<file path="config.mk">
export PLATFORM = sky130hd
export DESIGN_NAME = cubemap_dir_to_pixel_top
export DESIGN_NICKNAME = d
export VERILOG_FILES = /design/src/rtl/core/cdp_pkg.sv /design/src/rtl/core/cdp_face_sel.sv /design/src/rtl/core/cdp_scale_mul.sv /design/src/rtl/core/cdp_div_pipe.sv /design/src/rtl/core/cubemap_dir_to_pixel_top.sv
export SDC_FILE = /design/constraint.sdc
export NUM_CORES = 2
export LEC_CHECK = 0
export BUFFER_PORTS_ARGS = -buffer_cell sky130_fd_sc_hd__buf_2
export CORE_MARGIN = 1
export CORE_UTILIZATION = 40
export DETAILED_ROUTE_END_ITERATION = 6
export PLACE_DENSITY = 0.51
export SLEW_MARGIN = 25
export SYNTH_ARGS = -nofsm -noshare
export SYNTH_HDL_FRONTEND = slang
export SYNTH_SLANG_ARGS = --single-unit
</file>
<file path="constraint.sdc">
create_clock -name clk -period 13.1 [get_ports clk]
set_clock_uncertainty 0.15 [all_clocks]
set_input_delay 1.965 -clock clk [delete_from_list [all_inputs] [get_ports clk]]
set_output_delay 1.965 -clock clk [all_outputs]
set_load 0.05 [all_outputs]
</file>
<file path="src/rtl/core/cdp_pkg.sv">
`timescale 1ns / 1ps

package cdp_pkg;

  localparam int COMP_BITS_DEF  = 16;
  localparam int COORD_BITS_DEF = 13;
  localparam int SIZE_BITS      = 14;
  localparam int CFG_IDX_BITS   = 8;

  localparam logic [SIZE_BITS-1:0] SIZE_RESET = SIZE_BITS'(512);

  localparam logic [CFG_IDX_BITS-1:0] CFG_FACE_WIDTH  = CFG_IDX_BITS'(0);
  localparam logic [CFG_IDX_BITS-1:0] CFG_FACE_HEIGHT = CFG_IDX_BITS'(1);

  typedef enum logic [2:0] {
    FACE_POS_X = 3'd0,
    FACE_NEG_X = 3'd1,
    FACE_POS_Y = 3'd2,
    FACE_NEG_Y = 3'd3,
    FACE_POS_Z = 3'd4,
    FACE_NEG_Z = 3'd5
  } face_t;

  // Per-item control that rides along the pipeline
  typedef struct packed {
    face_t face;
    logic  invalid;
  } cdp_tag_t;

endpackage

</file>
<file path="src/rtl/core/cdp_face_sel.sv">
`timescale 1ns / 1ps

module cdp_face_sel import cdp_pkg::*; #(
  parameter int COMP_BITS = COMP_BITS_DEF
) (
  input  logic                 clk,
  input  logic                 rst,
  input  logic                 in_valid,
  output logic                 in_ready,
  input  logic [COMP_BITS-1:0] dir_x,
  input  logic [COMP_BITS-1:0] dir_y,
  input  logic [COMP_BITS-1:0] dir_z,
  output logic                 out_valid,
  input  logic                 out_ready,
  output cdp_tag_t             out_tag,
  output logic [COMP_BITS-1:0] out_den,
  output logic [COMP_BITS:0]   out_row_n,
  output logic [COMP_BITS:0]   out_col_n
);

  localparam int CB = COMP_BITS;

  logic [CB-1:0] ax, ay, az;
  logic          pick_x, pick_y;
  face_t         face_sel;
  logic [CB-1:0] den_sel;
  logic [CB-1:0] col_comp, row_comp;
  logic          col_sub, row_sub;
  logic [CB+1:0] den_e, col_e, row_e, col_sum, row_sum;
  logic          adv;

  // Magnitudes; the most negative value maps to 2^(CB-1) exactly
  assign ax = dir_x[CB-1] ? (~dir_x + CB'(1)) : dir_x;
  assign ay = dir_y[CB-1] ? (~dir_y + CB'(1)) : dir_y;
  assign az = dir_z[CB-1] ? (~dir_z + CB'(1)) : dir_z;

  assign pick_x = (ax >= ay) && (ax >= az);
  assign pick_y = (ay >= az);

  // col = den +/- s-component, row = den -/+ t-component
  always_comb begin
    if (pick_x) begin
      den_sel  = ax;
      row_comp = dir_y;
      row_sub  = 1'b1;
      col_comp = dir_z;
      if (!dir_x[CB-1]) begin
        face_sel = FACE_POS_X;
        col_sub  = 1'b1;
      end else begin
        face_sel = FACE_NEG_X;
        col_sub  = 1'b0;
      end
    end else if (pick_y) begin
      den_sel  = ay;
      col_comp = dir_x;
      col_sub  = 1'b0;
      row_comp = dir_z;
      if (!dir_y[CB-1]) begin
        face_sel = FACE_POS_Y;
        row_sub  = 1'b0;
      end else begin
        face_sel = FACE_NEG_Y;
        row_sub  = 1'b1;
      end
    end else begin
      den_sel  = az;
      col_comp = dir_x;
      row_comp = dir_y;
      row_sub  = 1'b1;
      if (!dir_z[CB-1]) begin
        face_sel = FACE_POS_Z;
        col_sub  = 1'b0;
      end else begin
        face_sel = FACE_NEG_Z;
        col_sub  = 1'b1;
      end
    end
  end

  assign den_e   = {2'b00, den_sel};
  assign col_e   = {{2{col_comp[CB-1]}}, col_comp};
  assign row_e   = {{2{row_comp[CB-1]}}, row_comp};
  assign col_sum = col_sub ? (den_e - col_e) : (den_e + col_e);
  assign row_sum = row_sub ? (den_e - row_e) : (den_e + row_e);

  assign adv      = !out_valid || out_ready;
  assign in_ready = adv;

  always_ff @(posedge clk) begin
    if (rst) begin
      out_valid <= 1'b0;
    end else if (adv) begin
      out_valid <= in_valid;
    end
  end

  always_ff @(posedge clk) begin
    if (adv && in_valid) begin
      out_tag.face    <= face_sel;
      out_tag.invalid <= (dir_x == '0) && (dir_y == '0) && (dir_z == '0);
      out_den         <= den_sel;
      out_row_n       <= row_sum[CB:0];
      out_col_n       <= col_sum[CB:0];
    end
  end

endmodule

</file>
<file path="src/rtl/core/cdp_scale_mul.sv">
`timescale 1ns / 1ps

module cdp_scale_mul import cdp_pkg::*; #(
  parameter int COMP_BITS = COMP_BITS_DEF
) (
  input  logic                           clk,
  input  logic                           rst,
  input  logic [SIZE_BITS-1:0]           face_width,
  input  logic [SIZE_BITS-1:0]           face_height,
  input  logic                           in_valid,
  output logic                           in_ready,
  input  cdp_tag_t                       in_tag,
  input  logic [COMP_BITS-1:0]           in_den,
  input  logic [COMP_BITS:0]             in_row_n,
  input  logic [COMP_BITS:0]             in_col_n,
  output logic                           out_valid,
  input  logic                           out_ready,
  output cdp_tag_t                       out_tag,
  output logic [COMP_BITS-1:0]           out_den,
  output logic [COMP_BITS+SIZE_BITS:0]   out_row_p,
  output logic [COMP_BITS+SIZE_BITS:0]   out_col_p
);

  localparam int NB = COMP_BITS + 1;
  localparam int PB = COMP_BITS + SIZE_BITS + 1;

  logic [SIZE_BITS-1:0] w_scale, h_scale;
  logic [PB-1:0]        row_p, col_p;
  logic                 adv;

  // Scale is size - 1, with sizes 0 and 1 both giving 0
  assign w_scale = (face_width  == '0) ? '0 : face_width  - SIZE_BITS'(1);
  assign h_scale = (face_height == '0) ? '0 : face_height - SIZE_BITS'(1);

  assign row_p = {{(PB-NB){1'b0}}, in_row_n} * {{(PB-SIZE_BITS){1'b0}}, h_scale};
  assign col_p = {{(PB-NB){1'b0}}, in_col_n} * {{(PB-SIZE_BITS){1'b0}}, w_scale};

  assign adv      = !out_valid || out_ready;
  assign in_ready = adv;

  always_ff @(posedge clk) begin
    if (rst) begin
      out_valid <= 1'b0;
    end else if (adv) begin
      out_valid <= in_valid;
    end
  end

  always_ff @(posedge clk) begin
    if (adv && in_valid) begin
      out_tag   <= in_tag;
      out_den   <= in_den;
      out_row_p <= row_p;
      out_col_p <= col_p;
    end
  end

endmodule

</file>
<file path="src/rtl/core/cdp_div_pipe.sv">
`timescale 1ns / 1ps

module cdp_div_pipe import cdp_pkg::*; #(
  parameter int COMP_BITS = COMP_BITS_DEF
) (
  input  logic                           clk,
  input  logic                           rst,
  input  logic                           in_valid,
  output logic                           in_ready,
  input  cdp_tag_t                       in_tag,
  input  logic [COMP_BITS-1:0]           in_den,
  input  logic [COMP_BITS+SIZE_BITS:0]   in_row_p,
  input  logic [COMP_BITS+SIZE_BITS:0]   in_col_p,
  output logic                           out_valid,
  input  logic                           out_ready,
  output cdp_tag_t                       out_tag,
  output logic [SIZE_BITS-1:0]           out_row_q,
  output logic [SIZE_BITS-1:0]           out_col_q
);

  localparam int QB = SIZE_BITS;
  localparam int DB = COMP_BITS + 1;
  localparam int PB = COMP_BITS + SIZE_BITS + 1;

  logic [PB-1:0] rem_row [QB];
  logic [PB-1:0] rem_col [QB];
  logic [QB-1:0] quo_row [QB];
  logic [QB-1:0] quo_col [QB];
  logic [DB-1:0] dvs     [QB];
  cdp_tag_t      tag     [QB];
  logic [QB-1:0] vld;
  logic [QB:0]   adv;

  assign adv[QB]   = out_ready;
  assign in_ready  = adv[0];
  assign out_valid = vld[QB-1];
  assign out_tag   = tag[QB-1];
  assign out_row_q = quo_row[QB-1];
  assign out_col_q = quo_col[QB-1];

  // One quotient bit per stage, most significant first. The product is
  // below divisor * 2^QB, so the remainder always fits the next trial.
  for (genvar k = 0; k < QB; k++) begin : g_stage
    localparam int SH = QB - 1 - k;

    logic [PB-1:0] r_row_in, r_col_in, trial;
    logic [QB-1:0] q_row_in, q_col_in;
    logic [DB-1:0] d_in;
    cdp_tag_t      t_in;
    logic          v_in;
    logic [PB-1:0] r_row_next, r_col_next;
    logic [QB-1:0] q_row_next, q_col_next;

    if (k == 0) begin : g_first
      assign r_row_in = in_row_p;
      assign r_col_in = in_col_p;
      assign q_row_in = '0;
      assign q_col_in = '0;
      assign d_in     = {in_den, 1'b0};
      assign t_in     = in_tag;
      assign v_in     = in_valid;
    end else begin : g_rest
      assign r_row_in = rem_row[k-1];
      assign r_col_in = rem_col[k-1];
      assign q_row_in = quo_row[k-1];
      assign q_col_in = quo_col[k-1];
      assign d_in     = dvs[k-1];
      assign t_in     = tag[k-1];
      assign v_in     = vld[k-1];
    end

    assign trial = {{(PB-DB){1'b0}}, d_in} << SH;

    always_comb begin
      r_row_next = r_row_in;
      q_row_next = q_row_in;
      r_col_next = r_col_in;
      q_col_next = q_col_in;
      if (r_row_in >= trial) begin
        r_row_next = r_row_in - trial;
        q_row_next = q_row_in | (QB'(1) << SH);
      end
      if (r_col_in >= trial) begin
        r_col_next = r_col_in - trial;
        q_col_next = q_col_in | (QB'(1) << SH);
      end
    end

    // Advance when empty or when the next stage takes the item
    assign adv[k] = !vld[k] || adv[k+1];

    always_ff @(posedge clk) begin
      if (rst) begin
        vld[k] <= 1'b0;
      end else if (adv[k]) begin
        vld[k] <= v_in;
      end
    end

    always_ff @(posedge clk) begin
      if (adv[k] && v_in) begin
        rem_row[k] <= r_row_next;
        rem_col[k] <= r_col_next;
        quo_row[k] <= q_row_next;
        quo_col[k] <= q_col_next;
        dvs[k]     <= d_in;
        tag[k]     <= t_in;
      end
    end
  end

endmodule

</file>
<file path="src/rtl/core/cubemap_dir_to_pixel_top.sv">
`timescale 1ns / 1ps

// Cube map face select and texel addressing. Each transfer on the slave
// stream carries one direction (three signed components); one transfer on
// the master stream answers it with the face (0 +x, 1 -x, 2 +y, 3 -y, 4 +z,
// 5 -z, ties going to x, then y), the pixel row and column on that face,
// and an invalid flag for the zero vector (face 0, row 0, column 0). The
// coordinates are exact floors of (n + den) * (size - 1) / (2 * den), so
// no rounding is introduced; values above the coordinate range saturate.
// One direction is taken per clock, sustained while the master takes
// results. Each goes through face select, scale multiply, a 14-stage
// restoring divider with one quotient bit per stage, and the output
// register. The divider stages set the depth. Stages fill bubbles
// independently, so a stalled master still lets the pipe soak up new
// directions until every stage is full. Face sizes come from the
// configuration channel (index 0 width, index 1 height, both reset to 512)
// and must only change while the pipe is empty.
module cubemap_dir_to_pixel_top import cdp_pkg::*; #(
  parameter int COMP_BITS  = COMP_BITS_DEF,
  parameter int COORD_BITS = COORD_BITS_DEF
) (
  input  logic                                  clk,
  input  logic                                  rst,
  // dir_x, dir_y, dir_z from bit 0 up, zero padded to whole bytes
  input  logic [((3*COMP_BITS+7)/8)*8-1:0]      s_tdata,
  input  logic                                  s_tvalid,
  output logic                                  s_tready,
  // face_index, pixel_row, pixel_col from bit 0 up, zero padded
  output logic [((3+2*COORD_BITS+7)/8)*8-1:0]   m_tdata,
  // invalid_dir
  output logic                                  m_tuser,
  output logic                                  m_tvalid,
  input  logic                                  m_tready,
  input  logic                                  cfg_valid,
  output logic                                  cfg_ready,
  input  logic [CFG_IDX_BITS-1:0]               cfg_index,
  input  logic [SIZE_BITS-1:0]                  cfg_data
);

  localparam int OUT_W = ((3 + 2*COORD_BITS + 7) / 8) * 8;
  localparam logic [31:0] COORD_MAX = 32'((64'd1 << COORD_BITS) - 64'd1);

  logic [SIZE_BITS-1:0] face_width, face_height;

  // Stage 1 -> stage 2
  logic                 fs_valid, fs_ready;
  cdp_tag_t             fs_tag;
  logic [COMP_BITS-1:0] fs_den;
  logic [COMP_BITS:0]   fs_row_n, fs_col_n;

  // Stage 2 -> divider
  logic                           ml_valid, ml_ready;
  cdp_tag_t                       ml_tag;
  logic [COMP_BITS-1:0]           ml_den;
  logic [COMP_BITS+SIZE_BITS:0]   ml_row_p, ml_col_p;

  // Divider -> output register
  logic                 dv_valid, dv_ready;
  cdp_tag_t             dv_tag;
  logic [SIZE_BITS-1:0] dv_row_q, dv_col_q;

  logic [COORD_BITS-1:0] row_sat, col_sat;
  logic [COORD_BITS-1:0] pixel_row, pixel_col;
  face_t                 face_index;
  logic                  out_adv;

  // Configuration: always ready, unknown indexes are dropped
  assign cfg_ready = 1'b1;

  always_ff @(posedge clk) begin
    if (rst) begin
      face_width  <= SIZE_RESET;
      face_height <= SIZE_RESET;
    end else if (cfg_valid) begin
      unique case (cfg_index)
        CFG_FACE_WIDTH:  face_width  <= cfg_data;
        CFG_FACE_HEIGHT: face_height <= cfg_data;
        default: ;
      endcase
    end
  end

  cdp_face_sel #(
    .COMP_BITS (COMP_BITS)
  ) u_face_sel (
    .clk       (clk),
    .rst       (rst),
    .in_valid  (s_tvalid),
    .in_ready  (s_tready),
    .dir_x     (s_tdata[COMP_BITS-1:0]),
    .dir_y     (s_tdata[2*COMP_BITS-1:COMP_BITS]),
    .dir_z     (s_tdata[3*COMP_BITS-1:2*COMP_BITS]),
    .out_valid (fs_valid),
    .out_ready (fs_ready),
    .out_tag   (fs_tag),
    .out_den   (fs_den),
    .out_row_n (fs_row_n),
    .out_col_n (fs_col_n)
  );

  cdp_scale_mul #(
    .COMP_BITS (COMP_BITS)
  ) u_scale_mul (
    .clk         (clk),
    .rst         (rst),
    .face_width  (face_width),
    .face_height (face_height),
    .in_valid    (fs_valid),
    .in_ready    (fs_ready),
    .in_tag      (fs_tag),
    .in_den      (fs_den),
    .in_row_n    (fs_row_n),
    .in_col_n    (fs_col_n),
    .out_valid   (ml_valid),
    .out_ready   (ml_ready),
    .out_tag     (ml_tag),
    .out_den     (ml_den),
    .out_row_p   (ml_row_p),
    .out_col_p   (ml_col_p)
  );

  cdp_div_pipe #(
    .COMP_BITS (COMP_BITS)
  ) u_div_pipe (
    .clk       (clk),
    .rst       (rst),
    .in_valid  (ml_valid),
    .in_ready  (ml_ready),
    .in_tag    (ml_tag),
    .in_den    (ml_den),
    .in_row_p  (ml_row_p),
    .in_col_p  (ml_col_p),
    .out_valid (dv_valid),
    .out_ready (dv_ready),
    .out_tag   (dv_tag),
    .out_row_q (dv_row_q),
    .out_col_q (dv_col_q)
  );

  // Saturate to the coordinate range; zero vector forces the coordinates to 0
  always_comb begin
    row_sat = ({{(32-SIZE_BITS){1'b0}}, dv_row_q} > COORD_MAX) ?
              COORD_MAX[COORD_BITS-1:0] : COORD_BITS'(dv_row_q);
    col_sat = ({{(32-SIZE_BITS){1'b0}}, dv_col_q} > COORD_MAX) ?
              COORD_MAX[COORD_BITS-1:0] : COORD_BITS'(dv_col_q);
    if (dv_tag.invalid) begin
      row_sat = '0;
      col_sat = '0;
    end
  end

  // Output register: load when empty or when the current result is taken
  assign out_adv  = !m_tvalid || m_tready;
  assign dv_ready = out_adv;

  always_ff @(posedge clk) begin
    if (rst) begin
      m_tvalid <= 1'b0;
    end else if (out_adv) begin
      m_tvalid <= dv_valid;
    end
  end

  always_ff @(posedge clk) begin
    if (out_adv && dv_valid) begin
      face_index <= dv_tag.face;
      pixel_row  <= row_sat;
      pixel_col  <= col_sat;
      m_tuser    <= dv_tag.invalid;
    end
  end

  assign m_tdata = OUT_W'({pixel_col, pixel_row, face_index});

  // A ready master never backs up the pipe
  a_ready_through: assert property (@(posedge clk) disable iff (rst)
    m_tready |-> s_tready)
    else $error("input stalled while output side is ready");

  // Zero vector result is face 0 at the origin
  a_invalid_origin: assert property (@(posedge clk) disable iff (rst)
    (m_tvalid && m_tuser) |->
      (face_index == FACE_POS_X) && (pixel_row == '0) && (pixel_col == '0))
    else $error("invalid direction with nonzero face or coordinates");

  // A stalled result holds until taken
  a_out_hold: assert property (@(posedge clk) disable iff (rst)
    (m_tvalid && !m_tready) |=> m_tvalid && $stable(m_tdata) && $stable(m_tuser))
    else $error("output changed while stalled");

  // The divider never hands over a quotient above the largest scale
  a_quot_range: assert property (@(posedge clk) disable iff (rst)
    (dv_valid && !dv_tag.invalid) |->
      (dv_row_q != '1) && (dv_col_q != '1))
    else $error("quotient out of range");

endmodule
</file>
### Yosys cells after proc, flatten, opt, wreduce, memory -nomap -nowiden

Memory sizes are Yosys's and may differ from the RTL's.
Index checks and enable logic that the tools add are counted.

| operators by class | value |
|---|---|
| add/subtract/negate cells | 37 |
| $mul | 2 |
| order comparisons | 33 |
| equal/unequal tests | 1 |
| mux-type cells | 110 |
| bitwise logic cells | 3 |
| reduce and logical (&&, ||, !) cells | 62 |

Operators with widths:

| operator | number |
|---|---|
| $mux 31 | 28 |
| $mux 16 | 8 |
| $ge 31x17->1 | 2 |
| $ge 31x18->1 | 2 |
| $ge 31x19->1 | 2 |
| $ge 31x20->1 | 2 |
| $ge 31x21->1 | 2 |
| $ge 31x22->1 | 2 |
| $ge 31x23->1 | 2 |
| $ge 31x24->1 | 2 |
| $ge 31x25->1 | 2 |
| $ge 31x26->1 | 2 |
| $ge 31x27->1 | 2 |
| $ge 31x28->1 | 2 |
| $ge 31x29->1 | 2 |
| $ge 31x30->1 | 2 |
| $mul 17x14->31 | 2 |
| $sub 31x17->31 | 2 |
| $sub 31x18->31 | 2 |
| $sub 31x19->31 | 2 |
| $sub 31x20->31 | 2 |
| $sub 31x21->31 | 2 |
| $sub 31x22->31 | 2 |
| $sub 31x23->31 | 2 |
| other kinds (37) | 168 |

| word-level totals | value |
|---|---|
| bits in registers | 211 |
| RAM bits | 1,554 |
| input bits | 75 |
| output and inout bits | 36 |
| logic and storage cells | 287 |
| memories | 6 |

Memory list:

| name | words | width | read ports | clocked after Yosys merged registers in | write ports | RTL line | text |
|---|---|---|---|---|---|---|---|
| u_div_pipe.rem_col | 14 | 31 | 13 | 0 | 14 | cdp_div_pipe.sv:26 | `logic [PB-1:0] rem_col [QB];` |
| u_div_pipe.rem_row | 14 | 31 | 13 | 0 | 14 | cdp_div_pipe.sv:25 | `logic [PB-1:0] rem_row [QB];` |
| u_div_pipe.dvs | 14 | 17 | 13 | 0 | 14 | cdp_div_pipe.sv:29 | `logic [DB-1:0] dvs [QB];` |
| u_div_pipe.quo_col | 14 | 14 | 14 | 0 | 14 | cdp_div_pipe.sv:28 | `logic [QB-1:0] quo_col [QB];` |
| u_div_pipe.quo_row | 14 | 14 | 14 | 0 | 14 | cdp_div_pipe.sv:27 | `logic [QB-1:0] quo_row [QB];` |
| u_div_pipe.tag | 14 | 4 | 14 | 0 | 14 | cdp_div_pipe.sv:30 | `cdp_tag_t tag [QB];` |

### Depth between registers and ports, before layout

| logic depth | value |
|---|---|
| depth in word-level cells | 19 |
| mapped depth | 34 |
| mapped depth without buffers | 34 |

### By module

From an unflattened synthesis, not the netlist that was laid out.

| second synthesis, totals | value |
|---|---|
| cells, all modules | 8,735 |
| area, all modules | 96,082.2 µm² |

By module, submodules not included:

| module | times used | cells an instance | area each (µm²) | sequential area each (µm²) |
|---|---|---|---|---|
| cdp_div_pipe | 1 | 5,758 | 68,355.6 | 38,717.1 |
| cdp_scale_mul | 1 | 1,973 | 18,586.6 | 2,482.4 |
| cdp_face_sel | 1 | 796 | 6,755.2 | 1,641.6 |
| cubemap_dir_to_pixel_top | 1 | 208 | 2,384.8 | 1,481.4 |

### Least setup slack after synthesis

Ideal clock, no wire load.

| timing | value |
|---|---|
| kind | input port to flip-flop |
| start point | input port m_tready |
| end point | memory u_div_pipe.dvs[2][52] (netlist name), enable pin |
| library setup time | 0.733 ns |
| arrival time | 9.935 ns |
| required time | 12.217 ns |
| path slack | 2.282 ns |
| cell stages on the path | 3 |
| buffers on the path | 0 |
| cells stage by stage | nor2b_1 and3_1 a21boi_0 |

RTL lines:

| element | RTL line | text |
|---|---|---|
| start: declaration | cubemap_dir_to_pixel_top.sv:33 | `input logic m_tready,` |
| end: declaration | cdp_div_pipe.sv:29 |  |

### Final worst setup path

| timing | value |
|---|---|
| start point | input port s_tdata[4] |
| end point | register u_face_sel.out_row_n[16], data pin |

| on the way | value |
|---|---|
| cells in the longest elaborated chain, start to end | 8 |
| elaborated cells between the ends (all ways) | 12 |
| classes of those cells | add/sub (3); order compare (2); mux (5); bitwise (1); reduce/logical (1) |

Ends and longest elaborated chain:

| element | RTL line | text |
|---|---|---|
| start: declaration | cubemap_dir_to_pixel_top.sv:25 | `input logic [((3*COMP_BITS+7)/8)*8-1:0] s_tdata,` |
| $not 16->16 | cdp_face_sel.sv:33 | `assign ax = dir_x[CB-1] ? (~dir_x + CB'(1)) : dir_x;` |
| $add 16x1->16 | cdp_face_sel.sv:33 |  |
| $mux 16 * | cdp_face_sel.sv:33 |  |
| $ge 16x16->1 | cdp_face_sel.sv:37 | `assign pick_x = (ax >= ay) && (ax >= az);` |
| $logic_and 1x1->1 | cdp_face_sel.sv:37 |  |
| $mux 16 | cdp_face_sel.sv:42 | `if (pick_x) begin` |
| $add 17x16->17 or $sub 17x16->17 (tied branches) | cdp_face_sel.sv:85 | `assign row_sum = row_sub ? (den_e - row_e) : (den_e + row_e);` |
| $mux 17 * | cdp_face_sel.sv:85 |  |
| net u_face_sel.row_sum[16] | cdp_face_sel.sv:29 | `logic [CB+1:0] den_e, col_e, row_e, col_sum, row_sum;` |
| end signal: assignment | cdp_face_sel.sv:103 | `out_row_n <= row_sum[CB:0];` |
| end: declaration | cdp_face_sel.sv:17 | `output logic [COMP_BITS:0] out_row_n,` |

The timed path passes the listed nets; every way through them passes the cells marked *.
A chain may end at the register's enable or synchronous reset.

==> flow_metrics.tcl <==
set metrics [dict create \
    drc_errors 0 \
    async_flop_share_pct 0 \
    wl_per_cell_um 21.64 \
    cts_buffers 173 \
    drv_slew 0 \
    cp.arrival_ns 10.03 \
    synth_edf_count 1446 \
    routed_wl_mm 260.6 \
    yosys_warnings 0 \
    grt_setup_unrepaired "no" \
    cts_max_level 4 \
    drt-initial-drc-count 4141 \
    die-area_um2 238400 \
    start_util_pct 40.22 \
    clk-insertion-delay-late_ns 0.82 \
    hold_violations 0 \
    fin_crit_ns 9.651 \
    dr.pass1.iters 6 \
    syn_area_um2 94590 \
    grt_first_pass_wirelength_mm 392.5 \
    yosys-top-cells-area "edfxtp_1, ha_1, fa_1, xnor2_1, nand2_1" \
    crit_slowest_cell "nor3_1" \
    maxCapViolations 0 \
    portBuffers 106 \
    synth.top_cell.area_share_pct 45.91 \
    hp-class "flip-flop to flip-flop" \
    die_h_um 488.3 \
    timing.fmax_mhz 103.6 \
    layoutNonFillerInstCount 12043 \
    synth.distinct_cells 91 \
    setup_viol 0 \
    final_util_pct 44.71 \
    grt_pass1_vias 64193 \
    layout.nets 9929 \
    clock_sinks 1491 \
    cts.repair.resized 0 \
    synthFlopType "edfxtp_1" \
    core-area_um2 235200 \
    placedCellCount 11721 \
    drive_gt1_share_pct 7.300 \
    area_growth_pct 11.17 \
    status "finished clean" \
    drtAntennaViolNets 0 \
    synth_top_area_cell "edfxtp_1" \
    path_max_fanout 43 \
    worstMarginPinSlew_ns 1.039 \
    slew_headroom_pct 30.75 \
    required_ns 13.48 \
    io_pins 111 \
    fin_ws_ns 3.449 \
    synth-seq-area-share_pct 46.86 \
    yosysMostFrequentCell "edfxtp_1" \
    endpoint_kind "flip-flop" \
    vias 64240 \
    rows 178 \
    cts_buffer_depth 3 \
    gr-total-overflow 0 \
    post_cts_buffers 0 \
    crit_type "input port to flip-flop" \
    grt.total_usage_pct 21.71 \
    start_kind "input port" \
    gp_congestion 0.9214 \
    hpwl_mm 207.0 \
    grt_max_degree 78 \
    avgSynthCellArea_um2 11.03 \
    cts_root_buf "clkbuf_16" \
    fin_crit_sh_pct 73.67 \
    synth_common_cells "edfxtp_1, nand2_1, inv_1, ha_1, nor2_1" \
    synth_cells 8577 \
    tritoncts "yes" \
    slowest_delay_ns 0.70 \
    antenna_found_initial 9 \
    viasPerCell 5.334 \
    setup_tns_ns 0 \
    die_w_um 488.3 \
    synth_seq_cells 1491 \
    pre_cts_ws_ns 2.759 \
    clk_pin_slew_ns 0.06 \
    hold_buffers 0 \
]
routing by layer:
layer  wire, um  vias up  GRT usage [%]
li1           -    30935              -
met1     111300    31676          27.09
met2     132500     1258          39.10
met3       8660      357          2.306
met4       8128       14          6.820
met5         97        -              0
metrics by stage:
stage                     instance area (um^2)  hold slack, ns
final                                   105200          0.2332
after global placement                   99170          0.2518
after floorplan                          94590          0.2503
after CTS                               105100          0.2342
after detailed placement                 99180          0.2545
after global routing                    105200          0.2372
cells by family after synthesis:
family	share of synthesized area [%]
other	0.007940
buffers and inverters	3.925
and+or+nand+nor	13.35
AOI/OAI and AO/OA	10.64
DFF	46.86
muxes	1.672
adders and majority gates	17.69
xor gates and xnor gates	5.852
registers in the layout, indices dropped and copies added (netlist names), 14 cells and up:
| name | flops |
|---|---|
| u_div_pipe.quo_col | 105 |
| u_face_sel.out_col_n | 17 |
| u_face_sel.out_row_n | 17 |
| u_face_sel.out_den | 16 |
| u_div_pipe.quo_row | 105 |
| face_height | 14 |
| u_scale_mul.out_row_p | 31 |
| u_div_pipe.rem_row | 403 |
| face_width | 14 |
| u_scale_mul.out_den | 16 |
| u_div_pipe.rem_col | 403 |
| u_div_pipe.tag | 56 |
| u_scale_mul.out_col_p | 31 |
| u_div_pipe.dvs | 208 |
area by class of cell:
class	count	area (um^2)
inverter	780	2928
multi-input combinational	6109	46830
antenna	2	5.005
tap	3150	3941
timing repair buffer	191	1176
clock buffer	206	4534
fill	22090	130000
clock inverter	114	1413
sequential	1491	44320
final timing paths:
kind                                                          start                                   to  slack [ns]  cells past startpoint
worst max register to register           face_width[2]$_SDFFE_PP0P_  u_scale_mul.out_col_p[30]$_DFFE_PP_        3.99                     28
worst min register to register  u_div_pipe.quo_row[0][39]$_DFFE_PP_  u_div_pipe.quo_row[0][53]$_DFFE_PP_        0.23                      0
worst min-delay path            u_div_pipe.quo_row[0][39]$_DFFE_PP_  u_div_pipe.quo_row[0][53]$_DFFE_PP_        0.23                      0
worst max-delay path                                     s_tdata[4]   u_face_sel.out_row_n[16]$_DFFE_PP_        3.45                     34
cell usage in the layout (no fill, tap or decap), drive strengths merged, types with 37 or more instances in the layout:
cell	synthesis	final
a211oi	46	46
a21boi	40	40
a21o	163	163
a21oi	503	503
and2	199	199
and3	41	41
buf	33	191
clkbuf	166	206
clkinv	0	76
dfxtp	45	45
edfxtp	1446	1446
fa	382	382
ha	726	726
inv	780	785
mux2	88	88
mux2i	59	59
nand2	800	800
nand2b	89	89
nand3	110	110
nand4	73	73
nand4b	37	37
nor2	603	603
nor2b	111	111
nor3	206	206
nor4	89	89
o21a	102	102
o21ai	462	462
o31ai	60	60
or3	76	76
xnor2	346	346
xor2	286	286
critical path, delay by kind of cell:
| kind | cells | cell delay, ns |
|---|---|---|
| AND/OR/NAND/NOR | 13 | 2.93 |
| AO/OA/AOI/OAI | 11 | 2.48 |
| buffers and inverters | 4 | 1.06 |
| adder cells (fa/ha/maj) | 3 | 1.04 |
| XOR/XNOR | 3 | 0.51 |
Power is not shown: default switching activity piles up to over one toggle a cycle in this logic, so the estimate is an artifact.
